===== src/design/sbe_pkg.sv =====
`default_nettype none
// ---------------------------------------------------------------------------
// sbe_pkg
// Shared types, opcodes, error codes and controller commands for the
// stack bytecode executor.
// ---------------------------------------------------------------------------
package sbe_pkg;

  localparam int unsigned STACK_DEPTH_DEF = 256;

  localparam logic [4:0] OP_NEG    = 5'd0;
  localparam logic [4:0] OP_ADD    = 5'd1;
  localparam logic [4:0] OP_SUB    = 5'd2;
  localparam logic [4:0] OP_MUL    = 5'd3;
  localparam logic [4:0] OP_DIV    = 5'd4;
  localparam logic [4:0] OP_REM    = 5'd5;
  localparam logic [4:0] OP_NOT    = 5'd6;
  localparam logic [4:0] OP_EQ     = 5'd7;
  localparam logic [4:0] OP_NEQ    = 5'd8;
  localparam logic [4:0] OP_LT     = 5'd9;
  localparam logic [4:0] OP_LTE    = 5'd10;
  localparam logic [4:0] OP_GT     = 5'd11;
  localparam logic [4:0] OP_GTE    = 5'd12;
  localparam logic [4:0] OP_AND    = 5'd13;
  localparam logic [4:0] OP_OR     = 5'd14;
  localparam logic [4:0] OP_LOAD   = 5'd15;
  localparam logic [4:0] OP_SETLOC = 5'd16;
  localparam logic [4:0] OP_INT    = 5'd17;
  localparam logic [4:0] OP_TRUE   = 5'd18;
  localparam logic [4:0] OP_PUSHF  = 5'd19;
  localparam logic [4:0] OP_JIF    = 5'd20;
  localparam logic [4:0] OP_JUMP   = 5'd21;

  localparam logic [2:0] ERR_OK        = 3'd0;
  localparam logic [2:0] ERR_OVERFLOW  = 3'd1;
  localparam logic [2:0] ERR_UNDERFLOW = 3'd2;
  localparam logic [2:0] ERR_DIVZERO   = 3'd3;
  localparam logic [2:0] ERR_BADLOCAL  = 3'd4;
  localparam logic [2:0] ERR_BADTARGET = 3'd5;
  localparam logic [2:0] ERR_BADOP     = 3'd6;

  typedef struct packed {
    logic [4:0]         op;
    logic signed [31:0] operand;
    logic               restart;
  } in_beat_t;

  typedef struct packed {
    logic signed [31:0] top_value;
    logic [8:0]         depth;
    logic               redirect;
    logic [15:0]        redirect_target;
    logic [2:0]         error;
  } out_beat_t;

  // controller -> datapath commands
  typedef struct packed {
    logic capture;   // latch the input beat, apply restart
    logic rd_ops;    // read the top entry and the second (or the local for load)
    logic exec;      // evaluate the instruction
    logic div_start; // launch the divider
    logic commit;    // write back and form the result
    logic rd_top;    // read new top entry
    logic finish;    // load the output register
  } sbe_cmd_t;

  // datapath -> controller status
  typedef struct packed {
    logic need_div;
    logic div_done;
    logic clearing;  // memory clearing pass after reset
  } sbe_sts_t;

endpackage
`default_nettype wire


===== src/design/sbe_ctrl.sv =====
`default_nettype none
// ---------------------------------------------------------------------------
// sbe_ctrl
// Sequencer: capture, operand read, execute (then divide if needed), commit,
// top read, output.
// ---------------------------------------------------------------------------
module sbe_ctrl (
  input  wire logic             clk,
  input  wire logic             rst,
  input  wire logic             in_valid,
  output logic                  in_stall,
  input  wire logic             out_busy,
  input  wire sbe_pkg::sbe_sts_t sts,
  output sbe_pkg::sbe_cmd_t     cmd
);

  typedef enum logic [6:0] {
    S_IDLE  = 7'b0000001,
    S_READ  = 7'b0000010,
    S_EXEC  = 7'b0000100,
    S_DIV   = 7'b0001000,
    S_COMMIT= 7'b0010000,
    S_TOP   = 7'b0100000,
    S_OUT   = 7'b1000000
  } state_t;

  state_t state, state_next;

  always_ff @(posedge clk) begin
    if (rst) state <= S_IDLE;
    else     state <= state_next;
  end

  // next state and commands
  always_comb begin
    state_next = state;
    cmd        = '0;
    in_stall   = 1'b1;
    case (state)
      S_IDLE: begin
        in_stall = sts.clearing;
        if (in_valid && !sts.clearing) begin
          cmd.capture = 1'b1;
          state_next  = S_READ;
        end
      end
      S_READ: begin
        cmd.rd_ops = 1'b1;
        state_next = S_EXEC;
      end
      S_EXEC: begin
        cmd.exec = 1'b1;
        if (sts.need_div) begin
          cmd.div_start = 1'b1;
          state_next    = S_DIV;
        end else begin
          state_next = S_COMMIT;
        end
      end
      S_DIV: begin
        if (sts.div_done) state_next = S_COMMIT;
      end
      S_COMMIT: begin
        cmd.commit = 1'b1;
        state_next = S_TOP;
      end
      S_TOP: begin
        cmd.rd_top = 1'b1;
        state_next = S_OUT;
      end
      S_OUT: begin
        if (!out_busy) begin
          cmd.finish = 1'b1;
          state_next = S_IDLE;
        end
      end
      default: state_next = S_IDLE;
    endcase
  end

endmodule
`default_nettype wire


===== config.mk =====
export PLATFORM = sky130hd
export DESIGN_NAME = sbe_ctrl
export DESIGN_NICKNAME = d
export VERILOG_FILES = /design/src/design/sbe_pkg.sv /design/src/design/sbe_ctrl.sv
export SDC_FILE = /design/constraint.sdc
export NUM_CORES = 1
export LEC_CHECK = 0
export BUFFER_PORTS_ARGS = -buffer_cell sky130_fd_sc_hd__buf_4
export CAP_MARGIN = 20
export CORE_AREA = 10 10 47 49
export DETAILED_ROUTE_END_ITERATION = 10
export DIE_AREA = 0 0 57 59
export SYNTH_ARGS = -nofsm -noshare
export SYNTH_HDL_FRONTEND = slang
export SYNTH_SLANG_ARGS = --single-unit

===== constraint.sdc =====
create_clock -name clk -period 2.6 [get_ports clk]
set_input_delay 0.52 -clock clk [delete_from_list [all_inputs] [get_ports clk]]
set_output_delay 0.52 -clock clk [all_outputs]
set_load 0.005 [all_outputs]

**Yosys cells after proc, flatten, opt, wreduce, memory -nomap -nowiden**

Cells that the tools add are included.
W data, S select, Z words.

- Div/mod/pow operators: 0
- Shift operators: 0
- Bitwise logic cells: 0
- $lt $le $gt $ge: 0
- Eq/ne operators: 10
- Reduce and logical (&&, ||, !) cells: 3
- Muxes and demuxes: 15
- Add/subtract/negate cells: 0
- $mul: 0

Operators by type and width:

| cell | count |
|---|---|
| $pmux W7 S7 | 1 |
| $mux W7 | 3 |
| $mux W1 | 9 |
| $eq A7 B1 Y1 const B | 1 |
| $eq A7 B2 Y1 const B | 1 |
| $eq A7 B3 Y1 const B | 1 |
| $eq A7 B4 Y1 const B | 1 |
| $eq A7 B5 Y1 const B | 1 |
| $eq A7 B6 Y1 const B | 1 |
| $eq A7 B7 Y1 const B | 1 |
| $ne A2 B2 Y1 const B | 3 |
| $mux W5 | 1 |
| $reduce_and A3 Y1 | 1 |
| $mux W2 | 1 |
| $logic_and A1 B1 Y1 | 1 |
| $logic_not A1 Y1 | 1 |

- Input port bits: 7
- Memory bits (writable): 0
- Logic and storage cells: 29
- Bits in read-only memories: 0
- Register bits after elaboration: 7
- Output and inout port bits: 8
- Latch bits: 0
- Memories: 0

**Longest topological paths before layout**

- Depth in word-level cells: 4
- Gate-level depth with buffers: 5
- Gate-level depth less buffers: 4

**Worst setup path after synthesis**

OpenSTA, ideal clock, no wires.

- Path type: reg-to-output
- Start point: register state[3]
- End point: output port in_stall
- Arrival time: 1.013 ns
- Stages on the path, launching flop included: 5
- Data required time: 2.080 ns
- Path slack: 1.067 ns
- Path buffers: 1
- Path through: dfxtp_1 buf_6 nor3_4 nand3_1 or2_1

- Longest elaborated chain between the ends: 2

Ends and longest elaborated chain:

| element | RTL line | RTL |
|---|---|---|
| start, declared | sbe_ctrl.sv:27 | `state_t state, state_next;` |
| start signal, assigned | sbe_ctrl.sv:31 | `else state <= state_next;` |
| $eq A7 B1 Y1 | sbe_ctrl.sv:39 | `case (state)` |
| $mux W1 | sbe_ctrl.sv:39 |  |
| end, declared | sbe_ctrl.sv:11 | `output logic in_stall,` |

No other way between the ends.

**Worst setup path after layout**

- Start point: register state[2]
- End point: output port in_stall

Same word-level chain as after synthesis.

==> summary.json <==
{
  "power.combinational.fraction": {"value": 42.6, "unit": "%"},
  "finalCritPeriodShare": {"value": 77.0, "unit": "%"},
  "via_count": {"value": 433},
  "cts.repair.resized": {"value": 0},
  "finalSetupViolCount": {"value": 0},
  "rrSetupSlack": {"value": 1.31, "unit": "ns"},
  "floorplan.initialDensity": {"value": 32.4, "unit": "%"},
  "worstSetupStartpointType": {"value": "flip-flop"},
  "period_needed": {"value": 2.00, "unit": "ns"},
  "globalRoute.totalOverflow": {"value": 0},
  "postLayoutCellArea": {"value": 596, "unit": "um^2"},
  "die_w": {"value": 57, "unit": "um"},
  "largest_register_ffs": {"value": 7},
  "min_delay_path_depth": {"value": 2},
  "firstDrtPassIters": {"value": 4},
  "grt_first_pass_wirelength": {"value": 1970, "unit": "um"},
  "placement.setup.worst_slack": {"value": 0.878, "unit": "ns"},
  "placed_cells_incl_taps": {"value": 82},
  "crit_path_start": {"value": "state[2]$_SDFFE_PP0P_"},
  "grt_start_max_net_pins": {"value": 11},
  "drc_errors": {"value": 0},
  "largest-register": {"value": "state"},
  "worstSetupPathType": {"value": "flip-flop to output pin"},
  "total_detailed_routing_wirelength": {"value": 1100, "unit": "um"},
  "cp.required": {"value": 2.08, "unit": "ns"},
  "clk_path_buf_depth": {"value": 2},
  "relSlewSlack": {"value": 78.9, "unit": "%"},
  "grt_antenna_before_repair": {"value": 0},
  "cts_root_buf": {"value": "sky130_fd_sc_hd__clkbuf_4"},
  "outcome": {"value": "complete, no violations"},
  "dieArea": {"value": 0.00336, "unit": "mm^2"},
  "yosys.area.top_type_share": {"value": 30.9, "unit": "%"},
  "total_standard_cell_area_after_synthesis": {"value": 454, "unit": "um^2"},
  "via_per_inst": {"value": 5.03},
  "grt_util_all_layers": {"value": 7.38, "unit": "%"},
  "gp_routability_congestion": {"value": 0.850},
  "clock_tree.htree_level_count": {"value": 1},
  "antenna_cells_inserted": {"value": 0},
  "p_leak": {"value": 0.258, "unit": "nW"},
  "drt-initial-drc-count": {"value": 2},
  "reg2reg_depth": {"value": 4},
  "placement.cell_area": {"value": 568, "unit": "um^2"},
  "sum_of_net_half_perimeters_after_detailed_placement": {"value": 923, "unit": "um"},
  "crit_arrival": {"value": 1.48, "unit": "ns"},
  "min_from": {"value": "rst"},
  "power.share.clock": {"value": 23.2, "unit": "%"},
  "drive_above_1_share": {"value": 37.1, "unit": "%"},
  "num_io_pins": {"value": 15},
  "maximum_fanout_count_along_the_critical_path": {"value": 7},
  "ctsHoldBuffers": {"value": 0},
  "synth_edf_count": {"value": 0},
  "power.net_switching": {"value": 0.172, "unit": "mW"},
  "cts_buf_count": {"value": 3},
  "synth.area.top_cells": {"value": "sky130_fd_sc_hd__dfxtp_1 (31%), sky130_fd_sc_hd__and3_1 (4.1%), sky130_fd_sc_hd__nand2b_1 (4.1%), sky130_fd_sc_hd__nor2_1 (4.1%), sky130_fd_sc_hd__a21oi_2 (3.9%)"},
  "setup_ws": {"value": 0.598, "unit": "ns"},
  "area_delta_synth_final": {"value": 31.1, "unit": "%"},
  "max_cap_viol_count": {"value": 0},
  "antenna_left": {"value": 0},
  "cts_num_sinks": {"value": 7},
  "finalHoldViolCount": {"value": 0},
  "reg2reg_from": {"value": "state[0]$_SDFFE_PP1P_"},
  "final_cells": {"value": 86},
  "postSynthAreaPerCell": {"value": 8.57, "unit": "um^2"},
  "report.final.slew_viol_count": {"value": 0},
  "post_cts.repair.setup_buffers": {"value": 0},
  "clk_pin_slew": {"value": 0.06, "unit": "ns"},
  "yosysMostFrequentCell": {"value": "sky130_fd_sc_hd__dfxtp_1"},
  "synthesis.nets": {"value": 60},
  "rsz0062_at_grt": {"value": "false"},
  "biggestRegsByFlops": {"value": "state: 7 flops"},
  "tritoncts": {"value": "yes"},
  "async_reset_ff_share": {"value": 0, "unit": "%"},
  "yosysWarningCount": {"value": 0},
  "ys_dominant_reg_cell": {"value": "sky130_fd_sc_hd__dfxtp_1"},
  "core_area": {"value": 0.00140, "unit": "mm^2"},
  "timing.clock.skew": {"value": 0.0110, "unit": "ns"},
  "route.detailed.wl_per_inst": {"value": 12.8, "unit": "um"},
  "post_synth_inst_count": {"value": 53},
  "synthTopCellsByCount": {"value": "sky130_fd_sc_hd__dfxtp_1 (7), sky130_fd_sc_hd__nor2_1 (5)"},
  "worstMarginPinSlew": {"value": 0.315, "unit": "ns"},
  "vdd_ir_drop_max": {"value": 0.298, "unit": "mV"},
  "report.power.total": {"value": 0.435, "unit": "mW"},
  "ys_seq_area_share": {"value": 30.9, "unit": "%"},
  "clk_latency": {"value": 0.26, "unit": "ns"},
  "ys_types": {"value": 28},
  "std_cell_rows": {"value": 14},
  "first_global_vias": {"value": 452},
  "worstSetupEndpointType": {"value": "output pin"},
  "yosys_register_bits": {"value": 7},
  "p_sw_share": {"value": 39.5, "unit": "%"},
  "p_int": {"value": 0.263, "unit": "mW"},
  "io_buffers": {"value": 14},
  "synth_top_area_cell": {"value": "sky130_fd_sc_hd__dfxtp_1"},
  "crit-reg2reg-capture": {"value": "state[1]$_SDFFE_PP0P_"},
  "cellPowerDensity": {"value": 731, "unit": "mW/mm^2"},
  "crit_end": {"value": "in_stall"},
  "fin_setup_tns": {"value": 0, "unit": "ns"},
  "hold_path_class": {"value": "input port to flip-flop"},
  "achievable-frequency": {"value": 499, "unit": "MHz"},
  "nets": {"value": 78},
  "die_y": {"value": 59, "unit": "um"},
  "seq_power_share": {"value": 34.2, "unit": "%"}
}
==> worst min path at each step <==
stage	to	slack, ns
final	state[3]$_SDFFE_PP0P_	0.44
after global routing	state[3]$_SDFFE_PP0P_	0.43
after CTS	state[3]$_SDFFE_PP0P_	0.43
after detailed placement	state[4]$_SDFFE_PP0P_	0.61
after global placement	state[4]$_SDFFE_PP0P_	0.61
after floorplan	state[4]$_SDFFE_PP0P_	0.56
==> metal layers <==
layer | wire length (um) | part of all wire [%] | vias up | track usage, %
met5 | 0 | 0 | - | 0
met3 | 75 | 6.8 | 2 | 3.00
li1 | - | - | 225 | -
met1 | 478 | 43 | 195 | 7.80
met2 | 541 | 49 | 11 | 11.3
met4 | 9 | 0.82 | 0 | 6.04
==> power by group through the flow <==
stage	Sequential (mW)	Clock, mW	Combinational (mW)
after floorplan	0.146	0	0.130
after global placement	0.152	0	0.185
after detailed placement	0.151	0	0.186
after CTS	0.149	0.105	0.187
after global routing	0.153	0.113	0.213
final	0.149	0.101	0.186
==> placed cells by master (no fill, tap or decap) <==
cell                        n
sky130_fd_sc_hd__a21o_1     1
sky130_fd_sc_hd__a21oi_1    2
sky130_fd_sc_hd__a21oi_2    2
sky130_fd_sc_hd__a41oi_2    1
sky130_fd_sc_hd__and3_1     3
sky130_fd_sc_hd__and4_1     1
sky130_fd_sc_hd__and4b_1    1
sky130_fd_sc_hd__buf_4     14
sky130_fd_sc_hd__clkbuf_4   3
sky130_fd_sc_hd__clkinv_2   1
sky130_fd_sc_hd__dfxtp_1    7
sky130_fd_sc_hd__inv_1      2
sky130_fd_sc_hd__nand2_1    3
sky130_fd_sc_hd__nand2_2    1
sky130_fd_sc_hd__nand2b_1   3
sky130_fd_sc_hd__nand3_1    3
sky130_fd_sc_hd__nand3b_1   1
sky130_fd_sc_hd__nand4_1    1
sky130_fd_sc_hd__nor2_1     5
sky130_fd_sc_hd__nor2_4     1
sky130_fd_sc_hd__nor2b_1    2
sky130_fd_sc_hd__nor3_1     2
sky130_fd_sc_hd__nor3_2     1
sky130_fd_sc_hd__nor3_4     1
sky130_fd_sc_hd__nor3b_1    1
sky130_fd_sc_hd__nor4b_2    1
sky130_fd_sc_hd__o211ai_1   2
sky130_fd_sc_hd__o21ai_0    2
sky130_fd_sc_hd__or2_1      1
sky130_fd_sc_hd__xor2_1     1
==> worst max-delay path, stage by stage, from the launching register on <==
cell,delay [ns]
sky130_fd_sc_hd__dfxtp_1,0.37
sky130_fd_sc_hd__nor3_4,0.32
sky130_fd_sc_hd__nand3_1,0.16
sky130_fd_sc_hd__or2_1,0.23
sky130_fd_sc_hd__buf_4,0.13
==> cell type report <==
cell class | instances | area (um^2)
fill | 152 | 806
tap | 16 | 20.0
timing repair buffer | 14 | 105
clock inverter | 1 | 5.00
inverter | 2 | 7.51
clock buffer | 3 | 22.5
sequential | 7 | 140
multi-input combinational | 43 | 295
==> logic make-up after synthesis <==
group	after synthesis	share of synthesized area (%)
buffers and inverters	3	4.13
xor gates and xnor gates	1	1.93
AOI/OAI and AO/OA	10	16.8
DFF	7	30.9
and+or+nand+nor	32	46.3
==> per-stage QoR <==
step                      utilization [%]  hold WS, ns
after floorplan                         -        0.556
after CTS                            42.5        0.429
after global routing                 42.5        0.425
after global placement               40.5        0.613
final                                42.5        0.437
after detailed placement             40.5        0.605
Note: power is estimated with default switching activity, not from simulation.
